<file path="src/rtl/sme_pkg.sv">
// Shared types and constants for the stack machine execute block.
`timescale 1ns / 1ps
`default_nettype none
package sme_pkg;

    localparam logic [7:0] OP_HALT      = 8'd0;
    localparam logic [7:0] OP_JMP       = 8'd1;
    localparam logic [7:0] OP_JNZ       = 8'd2;
    localparam logic [7:0] OP_DUP       = 8'd3;
    localparam logic [7:0] OP_SWAP      = 8'd4;
    localparam logic [7:0] OP_DROP      = 8'd5;
    localparam logic [7:0] OP_PUSH_WORD = 8'd6;
    localparam logic [7:0] OP_PUSH_HALF = 8'd7;
    localparam logic [7:0] OP_PUSH_BYTE = 8'd8;
    localparam logic [7:0] OP_ADD       = 8'd9;
    localparam logic [7:0] OP_SUB       = 8'd10;
    localparam logic [7:0] OP_MUL       = 8'd11;
    localparam logic [7:0] OP_DIV       = 8'd12;
    localparam logic [7:0] OP_MOD       = 8'd13;
    localparam logic [7:0] OP_EQ        = 8'd14;
    localparam logic [7:0] OP_NE        = 8'd15;
    localparam logic [7:0] OP_LT        = 8'd16;
    localparam logic [7:0] OP_GT        = 8'd17;
    localparam logic [7:0] OP_LE        = 8'd18;
    localparam logic [7:0] OP_GE        = 8'd19;
    localparam logic [7:0] OP_NOT       = 8'd20;
    localparam logic [7:0] OP_AND       = 8'd21;
    localparam logic [7:0] OP_OR        = 8'd22;
    localparam logic [7:0] OP_IN        = 8'd23;
    localparam logic [7:0] OP_OUT       = 8'd24;
    localparam logic [7:0] OP_TICKS     = 8'h2A;

    typedef enum logic [3:0] {
        C_HALT, C_JMP, C_JNZ, C_DUP, C_SWAP, C_DROP, C_PUSH,
        C_BIN, C_NOT, C_OUT, C_CLOCK, C_UNDEF
    } cls_t;

    typedef enum logic [2:0] {
        ST_OK    = 3'd0,
        ST_FULL  = 3'd1,
        ST_EMPTY = 3'd2,
        ST_DIVZ  = 3'd3,
        ST_UNDEF = 3'd4
    } status_t;

    typedef enum logic [2:0] {
        S_IDLE, S_RDA, S_RDB, S_RDL, S_EXEC, S_DIV, S_WR2, S_RESULT
    } state_t;

    typedef struct packed {
        logic [7:0]  kind;
        cls_t        cls;
        logic [2:0]  len;
        logic [31:0] imm;
        logic [31:0] push_val;
    } item_t;

endpackage
`default_nettype wire

</file>
<file path="src/rtl/sme_front.sv">
// Front part: accepts items, classifies the opcode and queues them.
`timescale 1ns / 1ps
`default_nettype none
module sme_front (
    input  wire logic                clk,
    input  wire logic                rst_n,
    input  wire logic                in_valid,
    output logic                     in_stall,
    input  wire logic [7:0]          kind,
    input  wire logic signed [31:0]  immediate,
    input  wire logic signed [31:0]  in_value,
    output logic                     q_valid,
    input  wire logic                q_pop,
    output sme_pkg::item_t           q_item
);

    sme_pkg::item_t ent_reg [2];
    logic           wp_reg, wp_next;
    logic           rp_reg, rp_next;
    logic [1:0]     cnt_reg, cnt_next;
    sme_pkg::item_t dec;
    logic           push;

    // Classify the opcode and pick the instruction length
    always_comb
    begin
        dec.kind     = kind;
        dec.imm      = immediate;
        dec.push_val = immediate;
        dec.len      = 3'd1;
        dec.cls      = sme_pkg::C_UNDEF;
        unique case (kind)
            sme_pkg::OP_HALT:  dec.cls = sme_pkg::C_HALT;
            sme_pkg::OP_JMP:   dec.cls = sme_pkg::C_JMP;
            sme_pkg::OP_JNZ:
            begin
                dec.cls = sme_pkg::C_JNZ;
                dec.len = 3'd3;
            end
            sme_pkg::OP_DUP:
            begin
                dec.cls = sme_pkg::C_DUP;
                dec.len = 3'd2;
            end
            sme_pkg::OP_SWAP:
            begin
                dec.cls = sme_pkg::C_SWAP;
                dec.len = 3'd2;
            end
            sme_pkg::OP_DROP:  dec.cls = sme_pkg::C_DROP;
            sme_pkg::OP_PUSH_WORD:
            begin
                dec.cls = sme_pkg::C_PUSH;
                dec.len = 3'd5;
            end
            sme_pkg::OP_PUSH_HALF:
            begin
                dec.cls = sme_pkg::C_PUSH;
                dec.len = 3'd3;
            end
            sme_pkg::OP_PUSH_BYTE:
            begin
                dec.cls = sme_pkg::C_PUSH;
                dec.len = 3'd2;
            end
            sme_pkg::OP_IN:
            begin
                dec.cls      = sme_pkg::C_PUSH;
                dec.push_val = in_value;
            end
            sme_pkg::OP_NOT:   dec.cls = sme_pkg::C_NOT;
            sme_pkg::OP_OUT:   dec.cls = sme_pkg::C_OUT;
            sme_pkg::OP_TICKS: dec.cls = sme_pkg::C_CLOCK;
            sme_pkg::OP_ADD, sme_pkg::OP_SUB, sme_pkg::OP_MUL, sme_pkg::OP_DIV,
            sme_pkg::OP_MOD, sme_pkg::OP_EQ, sme_pkg::OP_NE, sme_pkg::OP_LT,
            sme_pkg::OP_GT, sme_pkg::OP_LE, sme_pkg::OP_GE, sme_pkg::OP_AND,
            sme_pkg::OP_OR:    dec.cls = sme_pkg::C_BIN;
            default:           dec.cls = sme_pkg::C_UNDEF;
        endcase
    end

    assign in_stall = (cnt_reg == 2'd2);
    assign q_valid  = (cnt_reg != 2'd0);
    assign q_item   = ent_reg[rp_reg];
    assign push     = in_valid && !in_stall;

    always_comb
    begin
        wp_next  = wp_reg;
        rp_next  = rp_reg;
        cnt_next = cnt_reg;
        if (push)
        begin
            wp_next = ~wp_reg;
        end
        if (q_pop && q_valid)
        begin
            rp_next = ~rp_reg;
        end
        case ({push, q_pop && q_valid})
            2'b10:   cnt_next = cnt_reg + 2'd1;
            2'b01:   cnt_next = cnt_reg - 2'd1;
            default: cnt_next = cnt_reg;
        endcase
    end

    always_ff @(posedge clk or negedge rst_n)
    begin
        if (!rst_n)
        begin
            wp_reg  <= 1'b0;
            rp_reg  <= 1'b0;
            cnt_reg <= 2'd0;
        end
        else
        begin
            wp_reg  <= wp_next;
            rp_reg  <= rp_next;
            cnt_reg <= cnt_next;
        end
    end

    // Hold queued payload; no reset needed
    always_ff @(posedge clk)
    begin
        if (push)
        begin
            ent_reg[wp_reg] <= dec;
        end
    end

endmodule
`default_nettype wire

</file>
<file path="config.mk">
export PLATFORM = sky130hd
export DESIGN_NAME = sme_front
export DESIGN_NICKNAME = d
export VERILOG_FILES = /design/src/rtl/sme_pkg.sv /design/src/rtl/sme_front.sv
export SDC_FILE = /design/constraint.sdc
export NUM_CORES = 1
export LEC_CHECK = 0
export BUFFER_PORTS_ARGS = -buffer_cell sky130_fd_sc_hd__buf_4
export CAP_MARGIN = 5
export CORE_MARGIN = 5
export CORE_UTILIZATION = 30
export CTS_BUF_LIST = sky130_fd_sc_hd__clkbuf_4 sky130_fd_sc_hd__clkbuf_8 sky130_fd_sc_hd__clkbuf_16
export CTS_CLUSTER_SIZE = 20
export DETAILED_ROUTE_END_ITERATION = 16
export GPL_ROUTABILITY_DRIVEN = 0
export PLACE_DENSITY = 0.54
export SETUP_SLACK_MARGIN = 0.3
export SYNTH_ARGS = -nofsm -noshare
export SYNTH_HDL_FRONTEND = slang
export SYNTH_SLANG_ARGS = --single-unit
export TNS_END_PERCENT = 30
</file>
<file path="constraint.sdc">
create_clock -name clk -period 6.45 [get_ports clk]
set_input_delay 0.645 -clock clk [delete_from_list [all_inputs] [get_ports clk]]
set_output_delay 0.645 -clock clk [all_outputs]
set_load 0.02 [all_outputs]
</file>
==> results of run 1 <==
==> what timing repair did <==
item,CTS,global route
hold buffers,1,0
hold endpoints to repair,4,0
gates resized for setup,0,0
==> worst max-delay path by stage <==
| stage | from | to | slack, ns |
|---|---|---|---|
| after floorplan | in_valid | ent_reg[0][0] | 1.90 |
| after global placement | in_valid | ent_reg[0][53] | 3.58 |
| after detailed placement | in_valid | ent_reg[0][54] | 3.57 |
| after CTS | rp_reg | q_item[68] | 3.31 |
| after global routing | rp_reg | q_item[68] | 3.26 |
| final | rp_reg | q_item[71] | 3.40 |
==> synth_stat cells (all sizes together) <==
| library cell | count |
|---|---|
| a21oi | 4 |
| and2 | 2 |
| and3 | 1 |
| buf | 4 |
| clkbuf | 13 |
| dfrtp | 4 |
| edfxtp | 158 |
| ha | 1 |
| inv | 1 |
| mux2 | 111 |
| nand2 | 3 |
| nand2b | 5 |
| nand3 | 1 |
| nand3b | 1 |
| nor2 | 4 |
| nor3 | 2 |
| nor3b | 1 |
| nor4 | 2 |
| nor4bb | 1 |
| o211ai | 1 |
| o21a | 1 |
| o21ai | 3 |
| o21ba | 1 |
| o311a | 1 |
| or2 | 1 |
| or3 | 3 |
| or3b | 1 |
| or4 | 1 |
| or4b | 1 |
| xnor2 | 3 |
| xor2 | 3 |
==> placed cells by master (no fill, tap or decap), types with 2 or more instances in the layout <==
cell,n
clkinv_4,2
dfrtp_1,3
bufinv_16,3
nand2_1,3
clkinv_2,3
o21ai_0,3
nand2b_1,5
mux2_2,81
a21oi_1,4
nor2_1,3
clkbuf_4,2
nor4_1,2
inv_6,2
xor2_1,3
nor3_1,2
xnor2_1,3
edfxtp_1,158
clkbuf_16,17
buf_4,160
clkinvlp_4,2
mux2_4,30
==> kinds of logic after synthesis <==
logic type	share of synthesized area (%)
AOI/OAI and AO/OA	1.05
muxes	20.5
adders and majority gates	0.188
and+or+nand+nor	2.78
buffers and inverters	1.86
DFF	72.8
xor gates and xnor gates	0.790
==> cell type report <==
type | instances | share of cell area [%]
clock buffers | 19 | 5.06
clock inverters | 13 | 1.82
inverters | 1 | 0.0431
multi-input cells | 159 | 19.5
flip-flops and latches | 162 | 55.7
well taps | 280 | 4.02
repair buffers | 161 | 13.9
==> report_power, final <==
group | leakage, µW | internal, µW | switching, µW
clock network | 0.000292 | 617 | 397
logic | 0.00149 | 583 | 717
registers | 0.00150 | 1440 | 85.2
total | 0.00328 | 2640 | 1200
==> worst max-delay path: cells and delay by family, from the launching register on <==
family	cells	cell delay [ns]
DFF	1	0.68
buffers and inverters	2	0.83
muxes	1	0.43
==> routing by layer <==
layer / share of wire, % / vias to the layer above
li1: - / 1650
met1: 40 / 1779
met2: 52 / 101
met3: 6.6 / 18
met4: 1.6 / 0
met5: 0 / -
==> metrics by stage <==
stage          instances  util, %  worst slack (ns)
6_report             795     39.9              3.40
5_1_grt              795     39.9              3.26
4_1_cts              795     39.9              3.31
3_5_place_dp         762     37.1              3.57
3_3_place_gp         762     37.1              3.58
2_1_floorplan        339        -              1.90
==> impl_metrics.toml, run 1 <==
[outcome]
status = "finished, final reports clean"

[timing]
hold_ws_ns = 0.422
worst_pin_slew_ns = 1.09
setup_tns_ns = 0
fin_skew_ns = 0.00510
maxSlewHeadroom_pct = 26.9
fmax_mhz = 328
hold_violations = 0
finalSetupViolations = 0
rsz0062_at_grt = "false"
fin_crit_sh_pct = 47.2
drv_slew = 0
fin_crit_ns = 3.05

[yosys]
yosysSeqAreaShare_pct = 72.8
synth_area_leaders = "edfxtp_1, mux2_2, mux2_4, dfrtp_1, buf_12"
synth_top_area_share_pct = 71.3
syn_inst = 339
ys_warn_count = 0
synth_area_um2 = 6650
syn_nets = 416
avgSynthCellArea_um2 = 19.6
yosys.cell_types.count = 35
synth_seq_cells = 162
yosysTopAreaCell = "edfxtp_1"

[global_routing]
grt_pass1_vias = 4014
grt_pass1_wl_um = 21500
grt_use_total_pct = 10.8
grt-ovfl-total = 0
antenna_found_initial = 0
grt_start_max_net_pins = 53
grt-busiest-layer = "met2"
use_met1_pct = 11.9
grtUsageMet2_pct = 18.8
use_met3_pct = 4.51

[worst_setup_path]
rrSetupSlack_ns = 3.82
rr_endpoint = "ent_reg[0][20]"
worst_path_most_repeated_cell = "buf_4"
path_class = "reg2out"
rr_worst_depth = 4
crit_path_max_fanout = 52
worst_setup_path_end_kind = "output pin"
cp_slowest_cell = "dfrtp_4"
crit_chain = "buf_4, mux2_2, buf_4"
r2r-start = "cnt_reg[0]"
worstSetupStartpointType = "register"
worst_ep_required_time_ns = 5.80
cp.arrival_ns = 2.40
max_stage_delay_ns = 0.68

[place]
numPortBuffers = 156
dpl.hpwl_um = 8780
placed_area_um2 = 8100

[clock_network]
cts_root_buf = "clkbuf_16"
cts_setup_buffers = 0
htree_levels = 4
insertion_delay_ns = 0.41
cts_made_buffers = 17
cts_sinks = 162
cts.clk_slew.worst_paths_ns = 0.06
cts_tree = "yes"
cts_buffer_depth = 2

[route]
vias = 3548
drt_iter0_drc = 99
wire_per_inst_um = 17.1
antenna_left = 0
drc_errors = 0
viasPerCell = 4.46
postRouteWirelength_um = 13600
first_pass_iters = 4

[final_layout]
fin_nets = 579
diodes = 0
multi_input_area_um2 = 1700
nFillCells = 2023
largest_reg_flops = 158
areaGrowthSynthToFinish_pct = 30.9
drive_above_1_share_pct = 60.4
fin_area_um2 = 8710
seq_area_um2 = 4850

[floorplanning]
core_area_um2 = 21800
die_y_um = 159
rows = 54
initial_core_util_pct = 30.5
fp.dieW_um = 159
pin_count = 157
dieArea_um2 = 25200

[worst_hold_path]
hp-class = "in2reg"
hold_depth = 1
min_to = "ent_reg[1][62]"
holdCritStartpoint = "immediate[30]"

[pwr]
power.total_uw = 3840
ir_worst_vdd_uv = 162
leakage_uw = 0.00328
pwr_density_cell_nw_per_um2 = 441

[job]
cap_violations = 0
(Power assumes the default switching activity.)
==> run 2: changes to the inputs <==
--- a/config.mk
+++ b/config.mk
@@ -13,7 +13,7 @@
 export CTS_CLUSTER_SIZE = 20
 export DETAILED_ROUTE_END_ITERATION = 16
 export GPL_ROUTABILITY_DRIVEN = 0
-export PLACE_DENSITY = 0.54
+export PLACE_DENSITY = 0.55
 export SETUP_SLACK_MARGIN = 0.3
 export SYNTH_ARGS = -nofsm -noshare
 export SYNTH_HDL_FRONTEND = slang
==> constraint.sdc (replaced) <==
create_clock -name clk -period 2.5 [get_ports clk]
set_input_delay 0.25 -clock clk [delete_from_list [all_inputs] [get_ports clk]]
set_output_delay 0.25 -clock clk [all_outputs]
set_load 0.02 [all_outputs]
==> run 2 against run 1 <==
Against the previous run:
- clock power rose to 2.6 times the previous value
- first-iteration DRC count up 11%
- sequential power rose to 2.5 times the previous value
- final cell count up 1.8%
- sequential cell count unchanged
- wire length up 3.1%
- non-clock buffer count up 15
- via count up 0.48%
- critical path depth unchanged
- die area unchanged
- register-to-register slack worse by 3.0 ns
- highest routed layer unchanged
==> impl_metrics.toml, run 2 (synthesized netlist as in run 1, its figures left out) <==
[pwr]
clock_power_share_pct = 25.8
comb_power_share_pct = 36.1
internal-power_uw = 6940
net-switching-power_uw = 3180
leakage_uw = 0.00336
pwr-share-seq_pct = 38.2
ir_worst_vdd_uv = 459
swShare_pct = 31.4
pwr_density_cell_nw_per_um2 = 1140

[route]
wire_per_inst_um = 17.3
highest_layer = "met4"
met1Wirelength_um = 5820
antenna_left = 0
vias = 3565
first_pass_iters = 4
wl_met2_um = 7240
wl_met3_um = 819
drt_iter0_drc = 110
drc_errors = 0
postRouteWirelength_um = 14000
viasPerCell = 4.41

[worst_setup_path]
rr_endpoint = "ent_reg[1][54]"
worst_path_most_repeated_cell = "buf_4"
rrSetupSlack_ns = 0.84
path_class = "reg2out"
crit_chain = "buf_4, mux2_2, buf_4"
rr_worst_depth = 3
crit_path_max_fanout = 17
max_stage_delay_ns = 0.48
worst_ep_required_time_ns = 2.25
worstSetupStartpointType = "register"
crit_end = "q_item[78]"
worst_setup_path_end_kind = "output pin"
cp_slowest_cell = "dfrtp_4"
cp.arrival_ns = 1.73
crit_start = "rp_reg"
r2r-start = "cnt_reg[0]"

[final_layout]
fin_nets = 594
largest_reg_flops = 158
mostFrequentLayoutCells = "buf_4, edfxtp_1, mux2_2"
utilization_pct = 40.7
areaGrowthSynthToFinish_pct = 33.6
drive_above_1_share_pct = 60.1
layout.cells.most_common = "buf_4"
instances_no_fill = 809
diodes = 0

[floorplanning]
dieArea_um2 = 25200
pin_count = 157
core_area_um2 = 21800
die_y_um = 159
fp.dieW_um = 159
initial_core_util_pct = 30.5
rows = 54

[job]
cap_violations = 0

[clock_network]
cts.clk_slew.worst_paths_ns = 0.06
ctsResizeCount = 0
cts_root_buf = "clkbuf_16"
insertion_delay_ns = 0.42
htree_levels = 4
cts_tree = "yes"
cts_made_buffers = 17
cts_sinks = 162
cts_buffer_depth = 2

[place]
dp.cells = 766
numPortBuffers = 156
dpl.hpwl_um = 9070
pre_cts_slack_ns = 0.297

[timing]
drv_slew = 0
fmax_mhz = 506
setup_tns_ns = 0
fin_skew_ns = 0.0134
maxSlewHeadroom_pct = 59.3
hold_ws_ns = 0.0252
worst_pin_slew_ns = 0.610
finalSetupViolations = 0
fin_crit_ns = 1.98
fin_crit_sh_pct = 79.1
rsz0062_at_grt = "false"
setup_slack_ns = 0.524
hold_violations = 0

[global_routing]
grt-ovfl-total = 0
grt_pass1_wl_um = 22000
grt_use_total_pct = 11.1
grt_start_max_net_pins = 43
antenna_found_initial = 0
grt_pass1_vias = 4001

[outcome]
status = "finished, final reports clean"

[worst_hold_path]
hp-class = "in2reg"
run 2: cell types whose count changed in the layout (fill, tap and decap cells not counted):
| cell | change |
|---|---|
| nand2_1 | -1 |
| buf_8 | +1 |
| clkinv_1 | +3 |
| nand2_4 | +1 |
| buf_12 | +3 |
| nand2b_4 | +1 |
| nand2b_1 | -1 |
| buf_4 | +5 |
| dlygate4sd3_1 | +6 |
| clkbuf_4 | -2 |
| clkinv_4 | +1 |
| clkinv_2 | -3 |
run 2: critical path: cells and delay by family, from the launching register on:
family                 cells  cell delay, ns
DFF                        1            0.48
muxes                      1            0.38
buffers and inverters      2            0.45
run 2: cell type report:
class,count,area (µm²)
clock inverters,14,164
well taps,280,350
multi-input cells,159,1710
clock buffers,17,425
inverters,1,3.75
flip-flops and latches,162,4850
fillers,1988,12900
repair buffers,176,1380
run 2: per-stage QoR:
step,area (µm²),total power (µW)
finish,8890,10100
detailed placement,8160,7510
global placement,8160,7450
floorplan,6680,6010
global route,8890,10600
CTS,8860,10300
run 2: power groups by stage:
stage	sequential, µW	combinational [µW]	clock (µW)
after floorplan	3870	2140	0
after global placement	3990	3460	0
after detailed placement	4020	3490	0
after CTS	3880	3760	2700
after global routing	3920	3900	2820
final	3860	3650	2610
run 2: what timing repair did:
action                                  CTS  global route
hold buffers                              4             3
hold endpoints to repair                 10             6
endpoints found under the setup margin   50             0
setup buffers                             5             0
run 2: worst min-delay path by stage:
stage | startpoint | endpoint | slack [ns] | cells after the start
2_1_floorplan | rst_n | cnt_reg[0] | -0.05 | 0
3_3_place_gp | rst_n | cnt_reg[1] | 0.05 | 1
3_5_place_dp | rst_n | cnt_reg[0] | 0.05 | 1
4_1_cts | immediate[21] | ent_reg[1][53] | 0.0005 | 1
5_1_grt | immediate[18] | ent_reg[1][50] | 0.002 | 1
6_report | immediate[24] | ent_reg[0][56] | 0.03 | 1
run 2: metal layers:
layer  global-route usage (%)  vias to the layer above
li1                         -                     1682
met2                     19.1                       94
met5                        0                        -
met3                     4.04                        9
met4                     3.30                        0
met1                     13.0                     1780
==> run 3: changes to the inputs <==
==> constraint.sdc (replaced) <==
create_clock -name clk -period 1.79 [get_ports clk]
set_input_delay 0.179 -clock clk [delete_from_list [all_inputs] [get_ports clk]]
set_output_delay 0.179 -clock clk [all_outputs]
set_load 0.02 [all_outputs]
==> run 3 against run 2 <==
Against the previous run:
- the run now ends with setup timing left
- design area grew 9.0%
- clock skew shrank 0.0059 ns
- wire length grew 10%
- largest power group is now combinational cells
==> impl_metrics.toml, run 3 (synthesized netlist as in run 1, its figures left out) <==
[place]
placed_area_um2 = 8310
numPortBuffers = 156
dpl.hpwl_um = 9270
dp.cells = 775
pre_cts_slack_ns = -0.274

[worst_setup_path]
rrSetupSlack_ns = 0.24
critPathTopFamily = "flip-flops"
rr_endpoint = "ent_reg[0][22]"
worstSetupStartpointType = "register"
crit_path_max_fanout = 8
worst_setup_path_end_kind = "output pin"
max_stage_delay_ns = 0.49
crit_chain = "buf_12, clkbuf_16, mux2_4, buf_6"
r2r-start = "cnt_reg[0]"
path_class = "reg2out"
cp.arrival_ns = 1.70
rr_worst_depth = 4
worst_ep_required_time_ns = 1.61
cp_slowest_cell = "dfrtp_4"
crit_buf_inv = 3

[timing]
fin_skew_ns = 0.00743
worst_pin_slew_ns = 0.402
finalSetupViolations = 79
fin_crit_ns = 1.88
rsz0062_at_grt = "true"
fmax_mhz = 532
setup_slack_ns = -0.0886
hold_violations = 0
fin_crit_sh_pct = 105
hold_ws_ns = 0.0358
setup_tns_ns = -4.63
drv_slew = 0
maxSlewHeadroom_pct = 73.0

[clock_network]
cts_buffer_depth = 2
insertion_delay_ns = 0.41
htree_levels = 4
cts.clk_slew.worst_paths_ns = 0.06
cts_sinks = 162
cts_made_buffers = 17
cts_root_buf = "clkbuf_16"
cts_tree = "yes"

[worst_hold_path]
min_to = "ent_reg[0][75]"
hold_depth = 1
hp-class = "in2reg"
holdCritStartpoint = "kind[4]"

[global_routing]
grt-ovfl-total = 0
grt_pass1_vias = 4225
grt_use_total_pct = 11.3
grt_start_max_net_pins = 42
antenna_found_initial = 0
grt_pass1_wl_um = 22800

[final_layout]
diodes = 0
largest_reg_flops = 158
seq_area_um2 = 4850
mostFrequentLayoutCells = "edfxtp_1, buf_4, mux2_2"
instances_no_fill = 851
multi_input_area_um2 = 1790
nFillCells = 1937
drive_above_1_share_pct = 59.5
areaGrowthSynthToFinish_pct = 45.6
layout.cells.most_common = "edfxtp_1"
fin_area_um2 = 9680
fin_nets = 636

[route]
vias = 3779
drc_errors = 0
drt_iter0_drc = 102
first_pass_iters = 4
postRouteWirelength_um = 15400
antenna_left = 0
viasPerCell = 4.44
wire_per_inst_um = 18.1

[pwr]
ir_worst_vdd_uv = 634
pwr_density_cell_nw_per_um2 = 1600
pwr-share-seq_pct = 34.8
internal-power_uw = 10700
net-switching-power_uw = 4750
comb_power_share_pct = 39.5
swShare_pct = 30.7
clock_power_share_pct = 25.7
leakage_uw = 0.00374

[outcome]
status = "finished, violations left"
violations = "setup timing"

[floorplanning]
rows = 54
fp.dieW_um = 159
die_y_um = 159
initial_core_util_pct = 30.5
core_area_um2 = 21800
pin_count = 157
dieArea_um2 = 25200

[job]
cap_violations = 0
[run 3: cell types whose count changed in the layout (fill, tap and decap cells not counted), moves of 4 or more]
cell	before	now
mux2_4	30	42
buf_12	3	8
buf_4	165	139
clkbuf_16	17	21
dlygate4sd3_1	7	35
buf_6	0	29
mux2_2	81	69
[run 3: routing by layer]
metal / track usage, % / up-vias / part of all wire [%]
li1: - / 1769 / -
met1: 13.0 / 1906 / 41
met2: 19.9 / 93 / 53
met3: 3.65 / 11 / 4.8
met4: 3.84 / 0 / 1.1
met5: 0 / - / 0
[run 3: layout make-up]
type,instances,area share [%]
clock inverter,13,2.16
timing repair buffer,218,21.2
tap,280,3.62
sequential,162,50.1
inverter,1,0.0388
clock buffer,18,4.47
multi-input combinational,159,18.5
[run 3: power by group through the flow]
stage | clock network (µW) | registers [µW] | logic [µW]
after floorplan | 0 | 5410 | 2990
after global placement | 0 | 5470 | 5090
after detailed placement | 0 | 5510 | 5110
after CTS | 4090 | 5400 | 5380
after global routing | 4270 | 5440 | 6460
final | 3970 | 5380 | 6110
[run 3: worst max-delay path by stage]
stage | start | end | slack, ns | depth (start not counted)
2_1_floorplan | cnt_reg[0] | ent_reg[0][0] | -0.40 | 3
3_3_place_gp | kind[7] | ent_reg[0][14] | -0.24 | 5
3_5_place_dp | kind[7] | ent_reg[1][15] | -0.27 | 5
4_1_cts | rp_reg | q_item[49] | -0.11 | 3
5_1_grt | rp_reg | q_item[6] | -0.15 | 4
6_report | rp_reg | q_item[28] | -0.09 | 4
[run 3: per-stage QoR]
stage	utilization, %	total power, µW
6_report	44.4	15500
5_1_grt	44.4	16200
4_1_cts	43.0	14900
3_5_place_dp	38.1	10600
3_3_place_gp	38.1	10600
2_1_floorplan	-	8400
[run 3: timing repair]
item                                   CTS  global route
resized for setup                       15            39
pin swaps                                6             6
hold buffers                            35             0
cloned                                   0             6
setup buffers                            2             2
endpoints found under the hold margin   72             0
setup endpoints to repair              220           202
